`src/iwc_pkg.sv`:
```
// Shared types, constants and functions of the Wolff cluster update block.
// No dependencies; imported by the controller, datapath and top level.
package iwc_pkg;

    // Field and register widths
    localparam int SEED_SITE_W    = 14;
    localparam int CLUSTER_SIZE_W = 15;
    localparam int MAGNET_W       = 16;
    localparam int THRESH_W       = 16;
    localparam int PRNG_W         = 32;
    localparam int CFG_ADDR_W     = 1;
    localparam int CFG_DATA_W     = 32;

    // Defaults
    localparam int                  SIDE_DEFAULT   = 128;
    localparam logic [THRESH_W-1:0] THRESH_DEFAULT = 16'd28670;
    localparam logic [PRNG_W-1:0]   SEED_DEFAULT   = 32'd2463534242;

    // Configuration register indexes
    localparam logic [CFG_ADDR_W-1:0] CFG_BOND_THRESHOLD = 1'b0;
    localparam logic [CFG_ADDR_W-1:0] CFG_RANDOM_SEED    = 1'b1;

    // Controller states
    typedef enum logic [3:0] {
        ST_CLEAR,
        ST_IDLE,
        ST_REDUCE,
        ST_SEED_RD,
        ST_SEED_WR,
        ST_POP,
        ST_POP_WAIT,
        ST_NB_RD,
        ST_NB_CHK,
        ST_DONE
    } t_state;

    // Neighbor visiting order
    typedef enum logic [1:0] {
        DIR_UP,
        DIR_DN,
        DIR_LF,
        DIR_RT
    } t_dir;

    // Controller to datapath commands
    typedef struct packed {
        logic clr_wr;       // clearing pass: write spin up, advance address
        logic seed_load;    // take the seed site from the input
        logic reduce_step;  // subtract one row from the seed remainder
        logic red_fin;      // remainder is the column
        logic seed_rd;      // read the seed spin
        logic seed_commit;  // flip seed, queue it, restart the FIFO
        logic pop_rd;       // read FIFO head
        logic cur_load;     // FIFO data becomes the current member
        logic nb_rd;        // read the next neighbor spin
        logic nb_chk;       // test neighbor, draw, maybe join
        logic finish;       // update magnetization, load the result
    } t_cmd;

    // Datapath to controller status
    typedef struct packed {
        logic clr_last;
        logic rem_ge;
        logic fifo_empty;
        logic nb_last;
        logic out_busy;
    } t_stat;

    // One xorshift32 step
    function automatic logic [PRNG_W-1:0] f_xorshift32(input logic [PRNG_W-1:0] s);
        logic [PRNG_W-1:0] x;
        x = s;
        x = x ^ (x << 13);
        x = x ^ (x >> 17);
        x = x ^ (x << 5);
        return x;
    endfunction

endpackage

```
`src/iwc_ctrl.sv`:
```
// Controller state machine of the Wolff cluster update block.
// Depends on iwc_pkg; drives iwc_dpath through t_cmd and reads t_stat.
module iwc_ctrl (
    input  logic          i_clk,
    input  logic          i_rst_n,
    input  logic          i_in_valid,
    output logic          o_in_ready,
    input  iwc_pkg::t_stat i_stat,
    output iwc_pkg::t_cmd  o_cmd
);
    import iwc_pkg::*;

    t_state r_state;
    t_state n_state;

    // State register
    always_ff @(posedge i_clk) begin
        if (!i_rst_n) begin
            r_state <= ST_CLEAR;
        end else begin
            r_state <= n_state;
        end
    end

    // Next state
    always_comb begin
        n_state = r_state;
        case (r_state)
            ST_CLEAR:    if (i_stat.clr_last) n_state = ST_IDLE;
            ST_IDLE:     if (i_in_valid) n_state = ST_REDUCE;
            ST_REDUCE:   if (!i_stat.rem_ge) n_state = ST_SEED_RD;
            ST_SEED_RD:  n_state = ST_SEED_WR;
            ST_SEED_WR:  n_state = ST_POP;
            ST_POP:      n_state = i_stat.fifo_empty ? ST_DONE : ST_POP_WAIT;
            ST_POP_WAIT: n_state = ST_NB_RD;
            ST_NB_RD:    n_state = ST_NB_CHK;
            ST_NB_CHK:   n_state = i_stat.nb_last ? ST_POP : ST_NB_RD;
            ST_DONE:     if (!i_stat.out_busy) n_state = ST_IDLE;
            default:     n_state = ST_CLEAR;
        endcase
    end

    // Outputs
    always_comb begin
        o_cmd      = '0;
        o_in_ready = 1'b0;
        case (r_state)
            ST_CLEAR: begin
                o_cmd.clr_wr = 1'b1;
            end
            ST_IDLE: begin
                o_in_ready      = 1'b1;
                o_cmd.seed_load = i_in_valid;
            end
            ST_REDUCE: begin
                o_cmd.reduce_step = i_stat.rem_ge;
                o_cmd.red_fin     = !i_stat.rem_ge;
            end
            ST_SEED_RD:  o_cmd.seed_rd = 1'b1;
            ST_SEED_WR:  o_cmd.seed_commit = 1'b1;
            ST_POP:      o_cmd.pop_rd = !i_stat.fifo_empty;
            ST_POP_WAIT: o_cmd.cur_load = 1'b1;
            ST_NB_RD:    o_cmd.nb_rd = 1'b1;
            ST_NB_CHK:   o_cmd.nb_chk = 1'b1;
            ST_DONE:     o_cmd.finish = !i_stat.out_busy;
            default:     o_cmd = '0;
        endcase
    end

endmodule

```
`config.mk`:
```
export PLATFORM = sky130hd
export DESIGN_NAME = iwc_ctrl
export DESIGN_NICKNAME = d
export VERILOG_FILES = /design/src/iwc_pkg.sv /design/src/iwc_ctrl.sv
export SDC_FILE = /design/constraint.sdc
export NUM_CORES = 1
export LEC_CHECK = 0
export BUFFER_PORTS_ARGS = -buffer_cell sky130_fd_sc_hd__buf_2
export CAP_MARGIN = 15
export CORE_AREA = 5 5 42 44
export DETAILED_ROUTE_END_ITERATION = 6
export DIE_AREA = 0 0 47 49
export PLACE_DENSITY_LB_ADDON = 0.05
export SLEW_MARGIN = 20
export SYNTH_ARGS = -nofsm -noshare
export SYNTH_HDL_FRONTEND = slang
export SYNTH_SLANG_ARGS = --single-unit
export TNS_END_PERCENT = 100
```
`constraint.sdc`:
```
create_clock -name i_clk -period 1.1 [get_ports i_clk]
set_input_delay 0.055 -clock i_clk [delete_from_list [all_inputs] [get_ports i_clk]]
set_output_delay 0.055 -clock i_clk [all_outputs]
set_load 0.03 [all_outputs]
```
==> results.yml, run 1 <==
sta:
  achievable-frequency_mhz: 723
  finalCritPeriodShare_pct: 126
  setup_viol_count_final: 15
  report.final.hold_viol_count: 0
  grt_setup_unrepaired: "yes"
  timing.final.max_slew_violations: 0
  period_needed_ns: 1.38
  final.setup_skew_ns: 0.00670
  layout_setup_ws_ns: -0.283
  tightest_pin_transition_ns: 0.223
  slew_headroom_pct: 85.0
floorplanning:
  floorplan.rows: 14
  ios: 20
  vertical_die_dimension_microns: 49
  initial_utilization_pct: 26.2
  core_area_sq_um: 1400
  dieArea_sq_um: 2300
  die_w_microns: 47
finish:
  design.final.nets: 102
  most_flop_heavy_register: "r_state"
  largest_register_ffs: 4
  post_route_cells_drive_above_1_share_pct: 75.3
  area_growth_pct: 155
  antenna_cells_inserted: 0
  utilization_pct: 66.6
  biggestRegsByFlops: "r_state: 4 flops"
placement:
  weighted_congestion_reported_at_the_end_of_routability_driven_placement: 0.810
  dp_hpwl_microns: 1050
  placement.io_buffers: 19
route:
  wl_per_cell_microns: 14.0
  drc_errors: 0
  drt-total-wl_microns: 1520
  antenna_left: 0
  vias_post_dr: 552
  drt_pass1_iterations: 3
  drt-vias-per-instance: 5.06
  drtIter0Drc: 3
synth:
  synth_area_leaders: "dfxtp_1 22%, o21ai_0 6.8%, nand2b_1 5.1%"
  synth_top_cell_area_share_pct: 21.8
  postSynthAreaPerCell_sq_um: 7.19
  post_synth_fa_ha_maj_area_fraction_pct: 0
  synth_top_family_by_area: "simple AND/OR/NAND/NOR gates"
  area_fraction_in_compound_gates_after_synthesis_pct: 21.5
  synth_nets: 59
  synthesis.area_sq_um: 367
  top_cells_by_instance_count_after_synthesis: "5 x nor2_1, 5 x o21ai_0, 4 x dfxtp_1"
  synthDominantAreaCellType: "dfxtp_1"
  synth_xor_area_share_pct: 0
  post_synth_mux_area_share_pct: 3.07
  yosys_warnings: 0
  post_synth_simple_gate_area_pct: 44.7
  syn_inst: 51
  synth_seq_cells: 4
  synth_sequential_area_ratio_pct: 21.8
  synthDistinctLibCells: 29
  async_reset_ff_share_pct: 0
  synth_flop_cell: "dfxtp_1"
  synth_enable_flop_cells: 0
global_route:
  grt_use_met2_pct: 21.9
  gr-total-overflow: 0
  top_usage_layer: "met2"
  wire_length_of_the_first_global_routing_pass_microns: 2530
  initial_antenna_violation_count: 0
  grtUsageMet3_pct: 3.69
  grt_pass1_vias: 560
  largest_net_degree_at_the_start_of_global_routing: 7
  groute.usage.overall_pct: 15.5
  grt_util_met1_pct: 19.8
cts:
  clkLatencyLatePin_ns: 0.24
  cts_root_buf: "clkbuf_4"
  clkSlewWorstSetupHoldPaths_ns: 0.04
  htreeDepth: 1
  cts.sinks: 4
  cts_buffer_depth: 2
  cts_inserted_buffers: 3
  cts_tree: "done"
worst_hold_path:
  min-delay-path-class: "input pin to flop"
setup_path:
  timing.setup.critical_path_class: "flop to output pin"
  critPathCaptureType: "output pin"
  cp_data_required_time_ns: 1.04
  crit_fanout: 5
  start_kind: "flop"
  timing.critical_path.arrival_ns: 1.33
flow_run:
  max_cap_viol_count: 0
power:
  max-vdd-ir-drop_mv: 1.02
  power-per-cell-area_nw_per_um2: 2020
  post-layout-total-power_mw: 1.88
  static-leakage-power_nw: 0.413
run_status:
  outcome: "finished with violations"
  violations_in_the_final_reports: "setup timing"
-- metal layers --
layer | routed length [microns] | part of all wire (%)
met1 | 618 | 41
met2 | 778 | 51
met3 | 82 | 5.4
met4 | 44 | 2.9
met5 | 0 | 0
-- timing repair --
| item | 4_1_cts | 5_1_grt |
|---|---|---|
| setup buffers | 4 | 3 |
| pin swaps | 5 | 7 |
| resized for setup | 41 | 14 |
| hold buffers | 0 | 0 |
| endpoints found under the setup margin | 15 | 16 |
-- power breakdown --
part / switching (mW) / internal [mW]
Clock: 0.0705 / 0.137
Sequential: 0.0596 / 0.195
Combinational: 0.693 / 0.730
Total: 0.823 / 1.06
-- critical path: stages (launching register included) --
cell and delay, ns:
dfxtp_2 0.34, or2_4 0.30, nor4bb_4 0.28, buf_6 0.17
-- cells in the final DEF (no fill, tap or decap), types with 2 or more instances in the layout --
cell type  count
clkbuf_4       3
nand2b_4       2
buf_2          7
dfxtp_4        3
nor3_4         3
nand2b_1       2
o21ai_1        3
o22ai_1        2
nand2_4        2
nor2_4         4
buf_6         19
o21ai_0        3
buf_4         14
-- final cells by class --
class	instances	area, sq um
inverter	3	13.8
timing repair buffer	41	374
tap	16	20.0
multi-input combinational	41	407
sequential	4	92.6
fill	112	468
clock buffer	4	26.3
-- cells by family (layout without fill, tap and decap cells) --
group	count (synthesis)	after routing
AND/OR/NAND/NOR	27	27
AO/OA/AOI/OAI	13	13
buffers and inverters	6	48
flip-flops	4	4
multiplexers	1	1
-- stage by stage --
| step | area, sq um | hold WS, ns | setup WS [ns] | instances | TNS [ns] |
|---|---|---|---|---|---|
| floorplan | 455 | 0.155 | -0.229 | 51 | -0.861 |
| global placement | 672 | 0.312 | -0.101 | 98 | -0.397 |
| detailed placement | 672 | 0.314 | -0.0975 | 98 | -0.409 |
| CTS | 850 | 0.0638 | -0.287 | 106 | -2.33 |
| global route | 933 | 0.0671 | -0.325 | 109 | -3.25 |
| finish | 933 | 0.0709 | -0.283 | 109 | -2.38 |
-- worst paths after layout --
kind / start / to / slack, ns / cells after the start
setup / recovery: r_state[1]$_SDFFE_PN0P_ / o_cmd[0] / -0.28 / 3
hold / removal: i_rst_n / r_state[2]$_SDFFE_PN0P_ / 0.07 / 2
setup reg to reg: r_state[1]$_SDFFE_PN0P_ / r_state[2]$_SDFFE_PN0P_ / -0.15 / 6
hold reg to reg: r_state[0]$_SDFFE_PN0P_ / r_state[3]$_SDFFE_PN0P_ / 0.68 / 2
Note: power is estimated with default switching activity, not from simulation.
==> run 2: changes to the inputs <==
PLACE_DENSITY = 0.68   (was not set)
PLACE_DENSITY_LB_ADDON = not set   (was 0.05)
==> results.yml, run 2 (synthesis results as in run 1) <==
finish:
  layout.cells.most_common_list: "24 x buf_4, 10 x buf_6, 7 x buf_2"
  design.final.nets: 102
  utilization_pct: 61.9
  biggestRegsByFlops: "r_state: 4 flops"
  area_growth_pct: 137
  most_flop_heavy_register: "r_state"
  post_route_cells_drive_above_1_share_pct: 73.1
  layoutNonFillerInstCount: 109
  largest_register_ffs: 4
  final_common_cell: "buf_4"
  antenna_cells_inserted: 0
setup_path:
  crit_chain: "or2_4 -> nor4bb_4 -> buf_4"
  critPathCaptureType: "output pin"
  cp_data_required_time_ns: 1.04
  timing.critical_path.arrival_ns: 1.33
  timing.critical_path.slowest_stage_cell: "dfxtp_2"
  crit_fanout: 5
  start_kind: "flop"
  timing.setup.critical_path_class: "flop to output pin"
  max_stage_delay_ns: 0.33
sta:
  slew_headroom_pct: 82.4
  report.final.hold_viol_count: 0
  period_needed_ns: 1.38
  setup_viol_count_final: 15
  achievable-frequency_mhz: 723
  finalCritPeriodShare_pct: 126
  timing.final.max_slew_violations: 0
  tightest_pin_transition_ns: 0.261
  layout_setup_ws_ns: -0.283
  final.setup_skew_ns: 0.00479
  grt_setup_unrepaired: "yes"
power:
  max-vdd-ir-drop_mv: 1.19
  static-leakage-power_nw: 0.398
  post-layout-total-power_mw: 1.77
  power-per-cell-area_nw_per_um2: 2040
global_route:
  groute.usage.overall_pct: 13.8
  wire_length_of_the_first_global_routing_pass_microns: 2360
  initial_antenna_violation_count: 0
  grt_pass1_vias: 554
  largest_net_degree_at_the_start_of_global_routing: 12
  gr-total-overflow: 0
run_status:
  violations_in_the_final_reports: "setup timing"
  outcome: "finished with violations"
cts:
  cts_inserted_buffers: 3
  cts_root_buf: "clkbuf_4"
  cts.sinks: 4
  clkLatencyLatePin_ns: 0.25
  htreeDepth: 1
  cts_buffer_depth: 2
  clkSlewWorstSetupHoldPaths_ns: 0.05
  cts_tree: "done"
  cts-hold-fix-buffers: 0
route:
  drt-vias-per-instance: 5.11
  vias_post_dr: 557
  wl_per_cell_microns: 13.4
  drc_errors: 0
  antenna_left: 0
  drtIter0Drc: 8
  drt_pass1_iterations: 5
  drt-total-wl_microns: 1460
floorplanning:
  ios: 20
  core_area_sq_um: 1400
  vertical_die_dimension_microns: 49
  initial_utilization_pct: 26.2
  dieArea_sq_um: 2300
  die_w_microns: 47
  floorplan.rows: 14
placement:
  weighted_congestion_reported_at_the_end_of_routability_driven_placement: 0.843
  dpl.cell_count: 100
  dp_slack_ns: -0.163
  dp_hpwl_microns: 1010
  placement.io_buffers: 19
worst_hold_path:
  min-delay-path-class: "input pin to flop"
flow_run:
  max_cap_viol_count: 0
run 2: worst paths after layout:
check                               start                 endpoint  slack, ns  cells after the start
hold reg to reg   r_state[0]$_SDFFE_PN0P_  r_state[3]$_SDFFE_PN0P_       0.57                      1
setup / recovery  r_state[1]$_SDFFE_PN0P_                 o_cmd[0]      -0.28                      3
setup reg to reg  r_state[1]$_SDFFE_PN0P_  r_state[0]$_SDFFE_PN0P_      -0.15                      5
hold / removal                    i_rst_n  r_state[2]$_SDFFE_PN0P_       0.05                      2
run 2: routing by layer:
layer	track usage [%]	vias to the layer above	routed length, microns
li1	-	273	-
met4	6.91	0	15
met5	0	-	0
met1	16.9	261	591
met3	2.58	2	112
met2	21.9	21	740
run 2: worst max-delay path, delay by kind of cell, from the launching register on:
family / cells / cell delay, ns
buffers and inverters: 1 / 0.19
flip-flops: 1 / 0.33
AND/OR/NAND/NOR: 2 / 0.55
run 2: per-stage QoR:
stage               area [sq um]  TNS [ns]  hold slack, ns
floorplan                    455    -0.861           0.155
global placement             674    -0.467           0.307
detailed placement           674    -0.571           0.311
CTS                          805     -2.70          0.0522
global route                 867     -3.08          0.0620
finish                       867     -2.34          0.0547
run 2: repair_timing:
item | CTS | global route
pin swaps | 5 | 1
endpoints found under the setup margin | 15 | 16
gates resized for setup | 26 | 14
setup buffers | 5 | 1
run 2: cell type report:
| type | instances | area (sq um) |
|---|---|---|
| multi-input combinational | 41 | 389 |
| fill | 117 | 534 |
| tap | 16 | 20.0 |
| inverter | 3 | 13.8 |
| sequential | 4 | 90.1 |
| clock buffer | 4 | 26.3 |
| timing repair buffer | 41 | 328 |
run 2: report_power, final:
group | internal (mW) | switching, mW | total, mW
clock | 0.138 | 0.0894 | 0.227
combinational | 0.653 | 0.622 | 1.27
sequential | 0.193 | 0.0732 | 0.266
==> run 3: changes to the inputs <==
ABC_CLOCK_PERIOD_IN_PS = 1100   (was not set)
BUFFER_PORTS_ARGS = -buffer_cell sky130_fd_sc_hd__buf_4   (was -buffer_cell sky130_fd_sc_hd__buf_2)
==> results.yml, run 3 (synthesis results as in run 1) <==
placement:
  placement.io_buffers: 19
  dpl.cell_count: 99
  detailed_place.area_sq_um: 714
  weighted_congestion_reported_at_the_end_of_routability_driven_placement: 0.766
  dp_hpwl_microns: 1010
sta:
  tightest_pin_transition_ns: 0.245
  achievable-frequency_mhz: 721
  report.final.hold_viol_count: 0
  setup_viol_count_final: 15
  finalCritPeriodShare_pct: 126
  layout_setup_ws_ns: -0.286
  grt_setup_unrepaired: "yes"
  final.setup_skew_ns: 0.0126
  timing.hold.ws_ns: 0.0420
  timing.final.max_slew_violations: 0
  slew_headroom_pct: 83.6
  period_needed_ns: 1.39
cts:
  cts_root_buf: "clkbuf_4"
  clkLatencyLatePin_ns: 0.26
  cts_tree: "done"
  cts_inserted_buffers: 3
  htreeDepth: 1
  clkSlewWorstSetupHoldPaths_ns: 0.05
  cts.sinks: 4
  cts_buffer_depth: 2
  cts-hold-fix-buffers: 0
setup_path:
  critPathCaptureType: "output pin"
  start_kind: "flop"
  cp_data_required_time_ns: 1.04
  crit_fanout: 5
  timing.critical_path.arrival_ns: 1.33
  timing.setup.critical_path_class: "flop to output pin"
floorplanning:
  floorplan.rows: 14
  die_w_microns: 47
  core_area_sq_um: 1400
  dieArea_sq_um: 2300
  vertical_die_dimension_microns: 49
  ios: 20
  initial_utilization_pct: 26.2
global_route:
  grt_pass1_vias: 546
  initial_antenna_violation_count: 0
  wire_length_of_the_first_global_routing_pass_microns: 2330
  largest_net_degree_at_the_start_of_global_routing: 9
  groute.usage.overall_pct: 14.4
  gr-total-overflow: 0
route:
  vias_post_dr: 563
  drt_pass1_iterations: 4
  wl_per_cell_microns: 14.9
  drt-total-wl_microns: 1630
  drt-vias-per-instance: 5.17
  antenna_left: 0
  drtIter0Drc: 8
  drc_errors: 0
finish:
  design.final.nets: 102
  area_growth_pct: 154
  antenna_cells_inserted: 0
  layoutNonFillerInstCount: 109
  final_cell_area_sq_um: 931
  largest_register_ffs: 4
  post_route_cells_drive_above_1_share_pct: 76.3
  final_common_cell: "buf_4"
  layout.cells.most_common_list: "23 x buf_4, 18 x buf_6, 4 x nor2_4, 4 x o21ai_1"
  most_flop_heavy_register: "r_state"
  biggestRegsByFlops: "r_state: 4 flops"
run_status:
  violations_in_the_final_reports: "setup timing"
  outcome: "finished with violations"
power:
  power-per-cell-area_nw_per_um2: 1970
  max-vdd-ir-drop_mv: 1.02
  static-leakage-power_nw: 0.419
worst_hold_path:
  min-delay-path-class: "input pin to flop"
flow_run:
  max_cap_viol_count: 0
[run 3: cell counts in the layout (fill, tap and decap cells not counted)]
No cell type changed its count.
[run 3: area by class of cell]
| class | count | area (sq um) |
|---|---|---|
| multi-input cells | 41 | 403 |
| fillers | 112 | 470 |
| flip-flops and latches | 4 | 92.6 |
| inverters | 3 | 13.8 |
| well taps | 16 | 20.0 |
| clock buffers | 4 | 26.3 |
| repair buffers | 41 | 375 |
[run 3: per-stage QoR]
step	utilization (%)	setup TNS [ns]	total power, mW	setup WS, ns
2_1_floorplan	-	-0.861	0.888	-0.229
3_3_place_gp	51.0	-0.216	1.29	-0.0736
3_5_place_dp	51.0	-0.256	1.31	-0.0819
4_1_cts	62.0	-2.19	1.71	-0.284
5_1_grt	66.4	-3.23	1.95	-0.327
6_report	66.4	-2.46	1.83	-0.286
[run 3: critical path, cell delays in order, from the launching register on]
cell and delay (ns):
dfxtp_2 0.34, or2_4 0.28, nor4bb_4 0.26, buf_4 0.19
[run 3: path summary, 6_finish.rpt]
kind              cells after the start                 endpoint               startpoint  slack [ns]
setup / recovery                      3                 o_cmd[0]  r_state[1]$_SDFFE_PN0P_       -0.29
hold / removal                        2  r_state[2]$_SDFFE_PN0P_                  i_rst_n        0.04
setup reg to reg                      4  r_state[1]$_SDFFE_PN0P_  r_state[3]$_SDFFE_PN0P_       -0.13
hold reg to reg                       2  r_state[3]$_SDFFE_PN0P_  r_state[0]$_SDFFE_PN0P_        0.67
[run 3: what timing repair did]
action / 4_1_cts / 5_1_grt
setup endpoints to repair: 15 / 15
gates cloned: 0 / 0
resized for setup: 33 / 12
pin swaps: 10 / 4
buffers inserted: 4 / 2
[run 3: layer usage]
metal / GRT usage, % / vias up / share of wire (%)
met1: 15.9 / 258 / 38
met5: 0 / - / 0
met2: 22.6 / 25 / 52
li1: - / 273 / -
met3: 2.95 / 7 / 6.3
met4: 11.1 / 0 / 3.9
[run 3: power breakdown]
| part | leakage [nW] | internal, mW | switching, mW |
|---|---|---|---|
| clock network | 0.0150 | 0.138 | 0.0853 |
| logic | 0.368 | 0.683 | 0.676 |
| registers | 0.0353 | 0.195 | 0.0573 |
